## src/hdl/lsfh_pkg.sv

```systemverilog
// Shared types, constants and checksum helpers for the LIN slave frame handler.
`timescale 1ns / 1ps
`default_nettype none

package lsfh_pkg;

    // Frame geometry
    localparam int ID_COUNT_DEF   = 64;
    localparam int MAX_DATA_BYTES = 8;
    localparam int DATA_IDX_W     = $clog2(MAX_DATA_BYTES);
    localparam int FRAME_BUF_DEPTH = MAX_DATA_BYTES + 1;
    localparam int FRAME_IDX_W    = $clog2(FRAME_BUF_DEPTH);

    // Configuration port geometry: four registers, 64-bit data, 8-byte stride
    localparam int PADDR_W = 5;
    localparam int PDATA_W = 64;

    // Register indexes (paddr[4:3])
    typedef enum logic [1:0] {
        REG_RX_ID_MASK    = 2'd0,
        REG_TX_ID_MASK    = 2'd1,
        REG_CHECKSUM_MODE = 2'd2,
        REG_LENGTH_MODE   = 2'd3
    } lsfh_reg_idx_t;

    // Result kinds
    typedef enum logic [1:0] {
        KIND_TX    = 2'd0,
        KIND_RX    = 2'd1,
        KIND_ABORT = 2'd2
    } lsfh_kind_t;

    // Configuration seen by the frame engine
    typedef struct packed {
        logic [63:0] rx_id_mask;
        logic [63:0] tx_id_mask;
        logic        checksum_mode;
        logic        length_mode;
    } lsfh_cfg_t;

    // End-around carry byte add
    function automatic logic [7:0] oc_add(input logic [7:0] a, input logic [7:0] b);
        logic [8:0] s;
        s = {1'b0, a} + {1'b0, b};
        if (s > 9'h0FF) begin
            s = s - 9'h0FF;
        end
        return s[7:0];
    endfunction

    // Data length from id bits five and four, or fixed eight
    function automatic logic [3:0] frame_len(input logic [5:0] id, input logic fixed8);
        logic [3:0] len;
        if (fixed8) begin
            len = 4'(MAX_DATA_BYTES);
        end else begin
            unique case (id[5:4] & 2'h3)
                2'd0:    len = 4'd2;
                2'd1:    len = 4'd2;
                2'd2:    len = 4'd4;
                default: len = 4'd8;
            endcase
        end
        return len;
    endfunction

endpackage

`default_nettype wire

```

## src/hdl/lsfh_cfg_regs.sv

```systemverilog
// APB-style configuration register file for the LIN slave frame handler.
`timescale 1ns / 1ps
`default_nettype none

module lsfh_cfg_regs (
    input  wire logic                           aclk,
    input  wire logic                           aresetn,
    input  wire logic                           psel,
    input  wire logic                           penable,
    input  wire logic                           pwrite,
    input  wire logic [lsfh_pkg::PADDR_W-1:0]   paddr,
    input  wire logic [lsfh_pkg::PDATA_W-1:0]   pwdata,
    output logic      [lsfh_pkg::PDATA_W-1:0]   prdata,
    output logic                                pready,
    output lsfh_pkg::lsfh_cfg_t                 cfg
);

    lsfh_pkg::lsfh_reg_idx_t reg_idx;
    logic                    wr_en;
    lsfh_pkg::lsfh_cfg_t     cfg_reg;

    assign reg_idx = lsfh_pkg::lsfh_reg_idx_t'(paddr[4:3]);
    assign wr_en   = psel && penable && pwrite;
    assign pready  = 1'b1;
    assign cfg     = cfg_reg;

    // Write on the access beat
    always_ff @(posedge aclk) begin
        if (!aresetn) begin
            cfg_reg <= '0;
        end else if (wr_en) begin
            unique case (reg_idx)
                lsfh_pkg::REG_RX_ID_MASK:    cfg_reg.rx_id_mask    <= pwdata;
                lsfh_pkg::REG_TX_ID_MASK:    cfg_reg.tx_id_mask    <= pwdata;
                lsfh_pkg::REG_CHECKSUM_MODE: cfg_reg.checksum_mode <= pwdata[0];
                lsfh_pkg::REG_LENGTH_MODE:   cfg_reg.length_mode   <= pwdata[0];
                default: ;
            endcase
        end
    end

    // Read back
    always_comb begin
        unique case (reg_idx)
            lsfh_pkg::REG_RX_ID_MASK:    prdata = cfg_reg.rx_id_mask;
            lsfh_pkg::REG_TX_ID_MASK:    prdata = cfg_reg.tx_id_mask;
            lsfh_pkg::REG_CHECKSUM_MODE: prdata = {63'd0, cfg_reg.checksum_mode};
            lsfh_pkg::REG_LENGTH_MODE:   prdata = {63'd0, cfg_reg.length_mode};
            default:                     prdata = '0;
        endcase
    end

endmodule

`default_nettype wire

```

## src/hdl/lin_slave_frame_handler.sv

```systemverilog
// LIN slave frame handler: a frame engine around a response store and a frame buffer.
//
// Input channel (s_*): one beat per received bus byte or per response store load.
// Store loads, flagged bytes and ordinary data bytes are handled in the idle state.
// Result channel (m_*): transmit bytes, received data bytes or an abort beat,
// held in an output register until taken.
// A transmit header reads the response store one byte at a time (ST_TX_RD, then
// ST_TX_PUT) and emits up to nine beats (data then checksum).
// A good receive checksum replays the frame buffer beat by beat (ST_RX_RD, ST_RX_PUT).
// An echoed byte is captured in ST_IDLE and compared against the frame buffer in
// ST_VF_CMP; a mismatch adds ST_ABORT for an abort beat. Both memories have a
// registered read; a read that meets a write to the same entry is never used.
// A stalled receiver holds the current beat and the sequencer waits on it;
// s_ready is low until the run finishes.
// Reset (aresetn, synchronous, active low) clears configuration, phase and the
// output valid flag; the memories are not cleared and need no clearing pass.
// Configuration is to be written only while no run is active; the block does not enforce this.
`timescale 1ns / 1ps
`default_nettype none

module lin_slave_frame_handler #(
    parameter int ID_COUNT = lsfh_pkg::ID_COUNT_DEF
) (
    input  wire logic                           aclk,
    input  wire logic                           aresetn,
    // Configuration port
    input  wire logic                           psel,
    input  wire logic                           penable,
    input  wire logic                           pwrite,
    input  wire logic [lsfh_pkg::PADDR_W-1:0]   paddr,
    input  wire logic [lsfh_pkg::PDATA_W-1:0]   pwdata,
    output logic      [lsfh_pkg::PDATA_W-1:0]   prdata,
    output logic                                pready,
    // Input channel
    input  wire logic                           s_valid,
    output logic                                s_ready,
    input  wire logic                           s_cmd,
    input  wire logic [7:0]                     s_line_byte,
    input  wire logic                           s_header_flag,
    input  wire logic                           s_parity_error,
    input  wire logic                           s_frame_error,
    input  wire logic [5:0]                     s_load_id,
    input  wire logic [2:0]                     s_load_index,
    // Result channel
    output logic                                m_valid,
    input  wire logic                           m_ready,
    output logic      [1:0]                     m_kind,
    output logic      [7:0]                     m_out_byte,
    output logic      [5:0]                     m_frame_id,
    output logic      [3:0]                     m_byte_index,
    output logic                                m_last
);

    localparam int         STORE_DEPTH = ID_COUNT * lsfh_pkg::MAX_DATA_BYTES;
    localparam int         STORE_AW    = $clog2(STORE_DEPTH);
    localparam logic [6:0] ID_LIMIT    = 7'(ID_COUNT);
    localparam int         FIW         = lsfh_pkg::FRAME_IDX_W;

    typedef enum logic [7:0] {
        ST_IDLE   = 8'b0000_0001,
        ST_TX_RD  = 8'b0000_0010,
        ST_TX_PUT = 8'b0000_0100,
        ST_TX_SUM = 8'b0000_1000,
        ST_RX_RD  = 8'b0001_0000,
        ST_RX_PUT = 8'b0010_0000,
        ST_VF_CMP = 8'b0100_0000,
        ST_ABORT  = 8'b1000_0000
    } state_t;

    typedef enum logic [2:0] {
        PH_IGNORE = 3'b001,
        PH_LISTEN = 3'b010,
        PH_VERIFY = 3'b100
    } phase_t;

    lsfh_pkg::lsfh_cfg_t cfg;

    lsfh_cfg_regs u_cfg (
        .aclk    (aclk),
        .aresetn (aresetn),
        .psel    (psel),
        .penable (penable),
        .pwrite  (pwrite),
        .paddr   (paddr),
        .pwdata  (pwdata),
        .prdata  (prdata),
        .pready  (pready),
        .cfg     (cfg)
    );

    // Memories
    logic [7:0] store_mem [0:STORE_DEPTH-1];
    logic [7:0] fbuf_mem  [0:lsfh_pkg::FRAME_BUF_DEPTH-1];

    logic                store_we;
    logic [STORE_AW-1:0] store_waddr;
    logic [STORE_AW-1:0] store_raddr;
    logic [7:0]          store_rdata_reg;

    logic                fbuf_we;
    logic [FIW-1:0]      fbuf_waddr;
    logic [7:0]          fbuf_wdata;
    logic [FIW-1:0]      fbuf_raddr;
    logic [7:0]          fbuf_rdata_reg;

    // Control and frame state
    state_t     state_reg, state_next;
    phase_t     phase_reg, phase_next;
    logic [7:0] pid_reg, pid_next;
    logic [3:0] len_reg, len_next;
    logic [3:0] rx_count_reg, rx_count_next;
    logic [3:0] verify_count_reg, verify_count_next;
    logic [3:0] idx_reg, idx_next;
    logic [7:0] acc_reg, acc_next;
    logic [7:0] echo_reg, echo_next;

    // Output register
    logic                 out_valid_reg;
    lsfh_pkg::lsfh_kind_t out_kind_reg;
    logic [7:0]           out_byte_reg;
    logic [5:0]           out_fid_reg;
    logic [3:0]           out_idx_reg;
    logic                 out_last_reg;

    logic                 out_load;
    lsfh_pkg::lsfh_kind_t out_kind;
    logic [7:0]           out_byte;
    logic [3:0]           out_idx;
    logic                 out_last;

    logic       s_accept;
    logic       out_free;
    logic [5:0] hdr_id;
    logic       hdr_id_ok;
    logic       load_id_ok;
    logic [7:0] sum_seed;
    logic [7:0] checksum;
    logic [3:0] idx_inc;

    assign s_ready    = (state_reg == ST_IDLE);
    assign s_accept   = s_valid && s_ready;
    assign out_free   = !out_valid_reg || m_ready;
    assign hdr_id     = s_line_byte[5:0] & 6'h3F;
    assign hdr_id_ok  = {1'b0, hdr_id} < ID_LIMIT;
    assign load_id_ok = {1'b0, s_load_id} < ID_LIMIT;
    assign sum_seed   = cfg.checksum_mode ? pid_reg : 8'h00;
    assign checksum   = ~lsfh_pkg::oc_add(acc_reg, sum_seed);
    assign idx_inc    = 4'(idx_reg + 4'd1);

    assign store_waddr = STORE_AW'({s_load_id, s_load_index});
    assign store_raddr = STORE_AW'({pid_reg[5:0], idx_reg[lsfh_pkg::DATA_IDX_W-1:0]});
    assign fbuf_raddr  = (state_reg == ST_IDLE) ? verify_count_reg[FIW-1:0]
                                                : idx_reg[FIW-1:0];

    // Sequencer
    always_comb begin
        state_next        = state_reg;
        phase_next        = phase_reg;
        pid_next          = pid_reg;
        len_next          = len_reg;
        rx_count_next     = rx_count_reg;
        verify_count_next = verify_count_reg;
        idx_next          = idx_reg;
        acc_next          = acc_reg;
        echo_next         = echo_reg;
        store_we          = 1'b0;
        fbuf_we           = 1'b0;
        fbuf_waddr        = idx_reg[FIW-1:0];
        fbuf_wdata        = store_rdata_reg;
        out_load          = 1'b0;
        out_kind          = lsfh_pkg::KIND_TX;
        out_byte          = store_rdata_reg;
        out_idx           = idx_reg;
        out_last          = 1'b0;

        unique case (state_reg)
            ST_IDLE: begin
                if (s_accept) begin
                    priority if (s_cmd) begin
                        // load one response byte
                        store_we = load_id_ok;
                    end else if (s_parity_error || s_frame_error) begin
                        // drop flagged byte
                    end else if (s_header_flag) begin
                        // start a new frame
                        pid_next          = s_line_byte;
                        len_next          = lsfh_pkg::frame_len(hdr_id, cfg.length_mode);
                        rx_count_next     = 4'd0;
                        verify_count_next = 4'd0;
                        idx_next          = 4'd0;
                        acc_next          = 8'h00;
                        phase_next        = PH_IGNORE;
                        if (hdr_id_ok) begin
                            if (cfg.rx_id_mask[hdr_id]) begin
                                phase_next = PH_LISTEN;
                            end else if (cfg.tx_id_mask[hdr_id]) begin
                                phase_next = PH_VERIFY;
                                state_next = ST_TX_RD;
                            end
                        end
                    end else begin
                        unique case (phase_reg)
                            PH_LISTEN: begin
                                if (rx_count_reg < len_reg) begin
                                    // collect data byte, fold into sum
                                    fbuf_we       = 1'b1;
                                    fbuf_waddr    = rx_count_reg[FIW-1:0];
                                    fbuf_wdata    = s_line_byte;
                                    acc_next      = lsfh_pkg::oc_add(acc_reg, s_line_byte);
                                    rx_count_next = 4'(rx_count_reg + 4'd1);
                                end else begin
                                    // checksum byte: replay frame if good
                                    phase_next = PH_IGNORE;
                                    if (checksum == s_line_byte) begin
                                        idx_next   = 4'd0;
                                        state_next = ST_RX_RD;
                                    end
                                end
                            end
                            PH_VERIFY: begin
                                // capture echoed bus byte for comparison
                                echo_next  = s_line_byte;
                                state_next = ST_VF_CMP;
                            end
                            PH_IGNORE: ;
                            default: ;
                        endcase
                    end
                end
            end

            ST_TX_RD: begin
                state_next = ST_TX_PUT;
            end

            ST_TX_PUT: begin
                // emit response byte, keep a copy for echo check
                if (out_free) begin
                    out_load   = 1'b1;
                    out_kind   = lsfh_pkg::KIND_TX;
                    out_byte   = store_rdata_reg;
                    out_idx    = idx_reg;
                    fbuf_we    = 1'b1;
                    fbuf_waddr = idx_reg[FIW-1:0];
                    fbuf_wdata = store_rdata_reg;
                    acc_next   = lsfh_pkg::oc_add(acc_reg, store_rdata_reg);
                    idx_next   = idx_inc;
                    state_next = (idx_inc == len_reg) ? ST_TX_SUM : ST_TX_RD;
                end
            end

            ST_TX_SUM: begin
                // emit checksum as the last beat
                if (out_free) begin
                    out_load   = 1'b1;
                    out_kind   = lsfh_pkg::KIND_TX;
                    out_byte   = checksum;
                    out_idx    = len_reg;
                    out_last   = 1'b1;
                    fbuf_we    = 1'b1;
                    fbuf_waddr = len_reg[FIW-1:0];
                    fbuf_wdata = checksum;
                    state_next = ST_IDLE;
                end
            end

            ST_RX_RD: begin
                state_next = ST_RX_PUT;
            end

            ST_RX_PUT: begin
                // replay received data byte
                if (out_free) begin
                    out_load   = 1'b1;
                    out_kind   = lsfh_pkg::KIND_RX;
                    out_byte   = fbuf_rdata_reg;
                    out_idx    = idx_reg;
                    out_last   = (idx_inc == len_reg);
                    idx_next   = idx_inc;
                    state_next = (idx_inc == len_reg) ? ST_IDLE : ST_RX_RD;
                end
            end

            ST_VF_CMP: begin
                // compare echo with transmitted byte
                if (fbuf_rdata_reg == echo_reg) begin
                    verify_count_next = 4'(verify_count_reg + 4'd1);
                    if (verify_count_reg == len_reg) begin
                        phase_next = PH_IGNORE;
                    end
                    state_next = ST_IDLE;
                end else begin
                    state_next = ST_ABORT;
                end
            end

            ST_ABORT: begin
                if (out_free) begin
                    out_load   = 1'b1;
                    out_kind   = lsfh_pkg::KIND_ABORT;
                    out_byte   = echo_reg;
                    out_idx    = verify_count_reg;
                    out_last   = 1'b1;
                    phase_next = PH_IGNORE;
                    state_next = ST_IDLE;
                end
            end

            default: state_next = ST_IDLE;
        endcase
    end

    // Control registers
    always_ff @(posedge aclk) begin
        if (!aresetn) begin
            state_reg        <= ST_IDLE;
            phase_reg        <= PH_IGNORE;
            pid_reg          <= 8'h00;
            len_reg          <= 4'd0;
            rx_count_reg     <= 4'd0;
            verify_count_reg <= 4'd0;
            idx_reg          <= 4'd0;
        end else begin
            state_reg        <= state_next;
            phase_reg        <= phase_next;
            pid_reg          <= pid_next;
            len_reg          <= len_next;
            rx_count_reg     <= rx_count_next;
            verify_count_reg <= verify_count_next;
            idx_reg          <= idx_next;
        end
    end

    // Datapath registers
    always_ff @(posedge aclk) begin
        acc_reg  <= acc_next;
        echo_reg <= echo_next;
    end

    // Response store: one write port, one registered read port
    always_ff @(posedge aclk) begin
        if (store_we) begin
            store_mem[store_waddr] <= s_line_byte;
        end
        store_rdata_reg <= store_mem[store_raddr];
    end

    // Frame buffer: received data or transmitted response plus checksum
    always_ff @(posedge aclk) begin
        if (fbuf_we) begin
            fbuf_mem[fbuf_waddr] <= fbuf_wdata;
        end
        fbuf_rdata_reg <= fbuf_mem[fbuf_raddr];
    end

    // Output register: hold beat until taken
    always_ff @(posedge aclk) begin
        if (!aresetn) begin
            out_valid_reg <= 1'b0;
        end else if (out_load) begin
            out_valid_reg <= 1'b1;
        end else if (m_ready) begin
            out_valid_reg <= 1'b0;
        end
    end

    always_ff @(posedge aclk) begin
        if (out_load) begin
            out_kind_reg <= out_kind;
            out_byte_reg <= out_byte;
            out_fid_reg  <= pid_reg[5:0];
            out_idx_reg  <= out_idx;
            out_last_reg <= out_last;
        end
    end

    assign m_valid      = out_valid_reg;
    assign m_kind       = out_kind_reg;
    assign m_out_byte   = out_byte_reg;
    assign m_frame_id   = out_fid_reg;
    assign m_byte_index = out_idx_reg;
    assign m_last       = out_last_reg;

endmodule

`default_nettype wire
```

## config.mk

```make
export PLATFORM = sky130hd
export DESIGN_NAME = lin_slave_frame_handler
export DESIGN_NICKNAME = d
export VERILOG_FILES = /design/src/hdl/lsfh_pkg.sv /design/src/hdl/lsfh_cfg_regs.sv /design/src/hdl/lin_slave_frame_handler.sv
export SDC_FILE = /design/constraint.sdc
export NUM_CORES = 2
export LEC_CHECK = 0
export BUFFER_PORTS_ARGS = -buffer_cell sky130_fd_sc_hd__buf_2
export CAP_MARGIN = 20
export CORE_UTILIZATION = 30
export CTS_BUF_LIST = sky130_fd_sc_hd__clkbuf_2
export DETAILED_ROUTE_END_ITERATION = 12
export GPL_ROUTABILITY_DRIVEN = 0
export REMOVE_ABC_BUFFERS = 1
export SYNTH_ARGS = -nofsm -noshare
export SYNTH_HDL_FRONTEND = slang
export SYNTH_MEMORY_MAX_BITS = 65536
export SYNTH_SLANG_ARGS = --single-unit
export TNS_END_PERCENT = 20
```

## constraint.sdc

```tcl
create_clock -name aclk -period 4.65 [get_ports aclk]
set_input_delay 0.93 -clock aclk [delete_from_list [all_inputs] [get_ports aclk]]
set_output_delay 0.93 -clock aclk [all_outputs]
set_load 0.02 [all_outputs]
```

## After elaboration in Yosys (flattened, before gate mapping)

Memories as Yosys holds them, arrays and structs flattened. A register that Yosys moved wholly into a read port is not among the register bits.
Cells that the tools add are included.

- Bits in registers: 203
- Bits of input ports: 97
- Output and inout port bits: 88
- Bits in writable memories: 4168
- Memories: 2
- Word-level logic and storage cells: 220

Memories:

| memory | words | width | read ports | clocked after Yosys merged registers in | write ports | line | text |
|---|---|---|---|---|---|---|---|
| store_mem | 512 | 8 | 1 | 1 | 1 | lin_slave_frame_handler.sv:92 | `logic [7:0] store_mem [0:STORE_DEPTH-1];` |
| fbuf_mem | 9 | 8 | 1 | 1 | 1 | lin_slave_frame_handler.sv:93 | `logic [7:0] fbuf_mem [0:lsfh_pkg::FRAME_BUF_DEPTH-1];` |

- Add/subtract/negate cells: 9
- Reductions and logical operators: 32
- Equal/unequal tests: 39
- Muxes and demuxes: 110
- Bitwise logic cells: 4
- $lt $le $gt $ge: 5

Operators by type and width:

| cell | count |
|---|---|
| 8-bit two-way mux | 32 |
| 64-bit case mux with 4 select lines | 1 |
| 4-bit two-way mux | 27 |
| 8-bit case mux with 7 select lines | 1 |
| 8-bit case mux with 2 select lines | 3 |
| 4-bit case mux with 2 select lines | 5 |
| 3-bit two-way mux | 11 |
| 8-bit by 8-bit adder with 9-bit output | 3 |
| 9-bit by 8-bit > comparator with 1-bit output (second input constant) | 3 |
| 8-bit case mux with 3 select lines | 1 |
| 8-bit subtractor (second input constant) | 3 |
| 1-bit two-way mux | 21 |
| 6-bit AND reduction | 3 |
| 8-bit == test | 2 |
| 2-bit != test (second input constant) | 7 |
| 4-bit by 1-bit adder with 4-bit output (second input constant) | 3 |
| 1-bit binary-select mux with 6-bit select | 2 |
| 2-bit nonzero test | 6 |
| 11-bit AND reduction | 1 |
| 3-bit by 1-bit != test with 1-bit output (second input constant) | 3 |
| 3-bit case mux with 3 select lines | 1 |
| 9-bit AND reduction | 1 |
| 4-bit == test | 2 |
| 8-bit by 1-bit == test with 1-bit output (second input constant) | 1 |
| other kinds (35) | 56 |

## Longest topological paths before layout

- Word-level depth: 14
- Mapped depth: 16
- Depth with buffers taken out: 13

## Cells and area by module

Synthesis repeated with hierarchy kept, for this count alone.

- Cell total of the unflattened synthesis: 7940
- Area total of the unflattened synthesis: 173086.0 um^2

By module, submodules not included:

| module | area each (um^2) | seq. area each (um^2) | instances | cells each |
|---|---|---|---|---|
| lin_slave_frame_handler | 167246.7 | 127292.1 | 1 | 7300 |
| lsfh_cfg_regs | 5839.4 | 2602.5 | 1 | 640 |

## Worst setup path before layout

OpenSTA, ideal clock, no wires.

- Path kind: flip-flop to flip-flop
- Start: register pid_reg[1]
- End: memory fbuf_mem[0][1] (data pin)
- Stages on the path, launching flop included: 13
- Arrival time: 4.202 ns
- Slack: 0.171 ns
- Clock period less this slack: 4.479 ns
- Library setup time: 0.276 ns
- Cells stage by stage: dfxtp_1 clkbuf_1 buf_1 clkbuf_1 and2_1 fa_1 xor2_1 nand3_1 nor3_1 nand4b_1 o21ai_0 mux2_2 o21ai_0

- Word-level cells in the longest chain between the ends: 7

Ends and longest elaborated chain:

| element | line | text |
|---|---|---|
| start, declared | lin_slave_frame_handler.sv:109 | `logic [7:0] pid_reg, pid_next;` |
| start signal, assigned | lin_slave_frame_handler.sv:326 | `pid_reg <= pid_next;` |
| 8-bit two-way mux (*) | lin_slave_frame_handler.sv:146 | `assign sum_seed = cfg.checksum_mode ? pid_reg : 8'h00;` |
| 8-bit by 8-bit adder with 9-bit output (*) | lsfh_pkg.sv:44 | `s = {1'b0, a} + {1'b0, b};` |
| 8-bit subtractor or 9-bit by 8-bit > comparator with 1-bit output (tied branches) | lsfh_pkg.sv:46, lsfh_pkg.sv:45 |  |
| 8-bit two-way mux (*) | lsfh_pkg.sv:45 | `if (s > 9'h0FF) begin` |
| 8-bit NOT (*) | lin_slave_frame_handler.sv:147 | `assign checksum = ~lsfh_pkg::oc_add(acc_reg, sum_seed);` |
| 8-bit two-way mux (*) | lin_slave_frame_handler.sv:254 | `if (out_free) begin` |
| 8-bit case mux with 2 select lines (*) | lin_slave_frame_handler.sv:176 | `unique case (state_reg)` |
| net fbuf_wdata[1] | lin_slave_frame_handler.sv:102 | `logic [7:0] fbuf_wdata;` |
| end, declared | lin_slave_frame_handler.sv:93 |  |

Mark *: on every way through the listed nets, which the timed path passes. The rest lies on a longest branch.

## Worst setup path in the final report

- Start: input port s_line_byte[1]
- End: register state_reg[3]

- Word-level cells in the longest chain between the ends: 4

Ends and longest elaborated chain:

| element | line | text |
|---|---|---|
| start, declared | lin_slave_frame_handler.sv:38 | `input wire logic [7:0] s_line_byte,` |
| 1-bit binary-select mux with 6-bit select, on equally long branches | lin_slave_frame_handler.sv:196, lin_slave_frame_handler.sv:194 |  |
| 1-bit two-way mux, on equally long branches | lin_slave_frame_handler.sv:196, lin_slave_frame_handler.sv:194 |  |
| 3-bit by 2-bit != test with 1-bit output (no source line) or 3-bit != test (tied branches) | n/a |  |
| 11-bit AND reduction (no source line) (*) | n/a |  |
| end signal, assigned | lin_slave_frame_handler.sv:324 | `state_reg <= state_next;` |
| end, declared | lin_slave_frame_handler.sv:107 | `state_t state_reg, state_next;` |

Mark *: on every way between the ends. The rest lies on a longest branch, timed or not. The select of a mux whose other input is x is not followed.
A chain may end at the register's enable or synchronous reset.

==> impl_metrics.yaml <==
yosys:
  syn_inst: 8003
  synth_top_area_cell: "edfxtp_1"
  synth-edff-count: 4205
  syn_avg_cell_area_um2: 21.55
  yosysMostFrequentCell: "edfxtp_1"
  yosys_warnings: 0
  seq_area_frac_synth_pct: 75.31
  async_reset_ff_share_pct: 0
  synth.top_cells.by_area: "edfxtp_1 73%, mux4_2 18%, dfxtp_1 2.1%"
  synth_top_area_share_pct: 73.21
  synthTopCellsByCount: "4205 x edfxtp_1, 1413 x mux4_2, 645 x nor2_1"
  synth.ff_latch_count: 4386
  ys_types: 66
  netlist_area_um2: 172500
  ys.flop_type: "edfxtp_1"
job:
  drv_cap: 0
finish:
  drive_above_1_share_pct: 36.94
  area_growth_pct: 15.45
  multi_input_area_um2: 40810
  final_nets: 9885
  largest_reg_flops: 4096
  seq_area_um2: 129900
  nFillCells: 53090
floorplan:
  num_rows: 278
  ios: 185
  die_y_um: 760.2
  dieArea_um2: 578000
  coreArea_um2: 572900
  start_util_pct: 30.11
  dieWidth_um: 760.2
status:
  failed_checks: "setup timing"
  status: "complete, but fails checks"
cts:
  clk_latency_ns: 2.30
  cts_buffers: 1132
  cts_buffer_depth: 5
  cts.sinks: 4386
  clockRootBuffer: "clkbuf_2"
  cts_tree: "yes"
  clk_pin_slew_ns: 0.12
  htree_levels: 7
detailed_routing:
  viasPerCell: 4.987
  drcViolationCount: 0
  wl_per_cell_um: 24.68
  first_pass_iters: 9
  vias: 89770
  drt_iter0_drc: 9574
  ant_nets: 0
  routed_wl_um: 444300
worst_setup_path:
  required_ns: 6.75
  crit_chain: "dlygate4sd3_1 > dlygate4sd3_1 > buf_8 > buf_12 > buf_4 > mux4_2 > mux2i_1 > mux2i_1 > dlygate4sd3_1 > a22o_1 > dlygate4sd3_1 > o31ai_1 > nand2_1 > nand2_1 > o21ai_0 > or4_1 > dlygate4sd3_1 > a21oi_1"
  start_kind: "input pin"
  worst-setup-path-type: "input pin to flop"
  arrival_ns: 6.76
  crit_fanout: 17
  critPathSlowestCell: "dlygate4sd3_1"
  slowest_delay_ns: 0.60
  path_common_cell: "dlygate4sd3_1"
  reg2regPathDepth: 15
  end_kind: "flop"
global_routing:
  grt.total_usage_pct: 15.12
  grt-ovfl-total: 0
  grt_pass1_vias: 94270
  grt_first_pass_wirelength_um: 642000
  antenna_found_initial: 35
  grt_max_degree: 219
sta:
  relSlewSlack_pct: 18.86
  slew_viol_final: 0
  rsz0062_at_grt: "true"
  period_share_pct: 100.2
  max_freq_mhz: 214.6
  setup_violations: 1
  fin_crit_ns: 4.661
  finalClockSkew_ns: 0.2041
  worst_pin_slew_ns: 1.217
  whs_ns: 0.3829
  hold_violations: 0
  fin_setup_tns_ns: -0.01070
  setup_slack_ns: -0.01070
pwr:
  powerDensity_nw_per_um2: 350.3
  leakagePower_nw: 61.76
  ir_worst_vdd_uv: 217.2
hold_path:
  hold_depth: 5
  hp-class: "input pin to flop"
placed_design:
  hpwl_um: 261200
  port_buffers: 180
cell type report:
class	instances	area share, %
antenna	26	0.03267
sequential	4386	65.25
timing repair buffer	1100	4.882
inverter	18	0.03519
clock inverter	257	0.6899
clock buffer	1539	3.868
tap	7560	4.750
multi-input combinational	3115	20.49
cells in the final DEF, fill, tap and decap left out, types with 10 or more instances in the layout:
cell type	synthesis	layout
a21o_1	10	10
a21oi_1	183	182
and2_1	18	16
buf_12	0	75
buf_2	81	171
buf_4	1	505
bufinv_16	0	14
clkbuf_2	1	1539
clkinv_1	1	193
clkinv_2	0	33
dfxtp_1	181	172
diode_2	0	26
dlygate4sd3_1	0	336
edfxtp_1	4205	4205
ha_1	32	32
inv_1	16	15
inv_2	1	19
mux2_2	10	10
mux2i_1	90	89
mux4_2	1413	1413
nand2_1	364	354
nand2b_1	18	18
nand3_1	33	27
nor2_1	645	638
nor2b_1	16	16
nor3_1	24	22
o21ai_0	41	41
xnor2_1	27	27
xor2_1	25	25
worst paths after layout:
path | from | end | slack, ns
worst max-delay path | s_line_byte[1] | state_reg[3] | -0.01
worst min-delay path | s_load_index[1] | store_mem[439][4] | 0.38
worst max register to register | state_reg[3] | store_mem[437][7] | 0.11
worst min register to register | fbuf_mem[8][6] | fbuf_rdata_reg[6] | 0.43
report_power, final:
| part | internal, mW | switching, mW | leakage, nW | total [mW] |
|---|---|---|---|---|
| logic | 0.612 | 1.40 | 15.4 | 2.01 |
| registers | 43.2 | 0.0397 | 39.3 | 43.3 |
| clock network | 9.59 | 14.9 | 7.10 | 24.5 |
cell families after synthesis:
logic type                 Yosys count  synth area share (%)
other                                1              0.002174
xor gates and xnor gates            52                0.2641
AOI/OAI and AO/OA                  334                 1.165
adders and majority gates           35                0.2670
muxes                             1513                 19.04
buffers and inverters              502                 1.154
and+or+nand+nor                   1180                 2.799
DFF                               4386                 75.31
per-stage QoR:
step	worst slack (ns)	instances	utilization, %	power [mW]	cell area (um2)
3_3_place_gp	0.3418	15820	32.52	45.78	186300
3_5_place_dp	0.3752	15820	32.52	45.86	186300
5_1_grt	-0.1260	17990	34.75	72.58	199100
4_1_cts	-0.04669	17970	34.73	70.55	199000
6_report	-0.01070	18000	34.76	69.76	199100
2_1_floorplan	-59.31	7519	-	44.71	170600
worst max-delay path, delay by kind of cell:
| kind | cells | cell delay (ns) |
|---|---|---|
| compound gates | 4 | 0.75 |
| buf+inv | 8 | 3.64 |
| mux | 3 | 0.64 |
| simple gates | 3 | 0.67 |
per-layer routing:
layer,track usage (%),wire length [um],up-vias
met5,0,50,-
met4,4.804,8887,8
met3,3.852,36460,637
met2,24.70,219200,4267
met1,19.78,179700,47410
li1,-,-,37450
what timing repair did:
item	CTS	global route
pin swaps	2	0
gates resized for setup	9	12
endpoints found under the hold margin	8263	0
endpoints found under the setup margin	1	620
setup buffers	14	2
hold buffers	342	0
No activity file was read; power rests on OpenSTA's default activity.
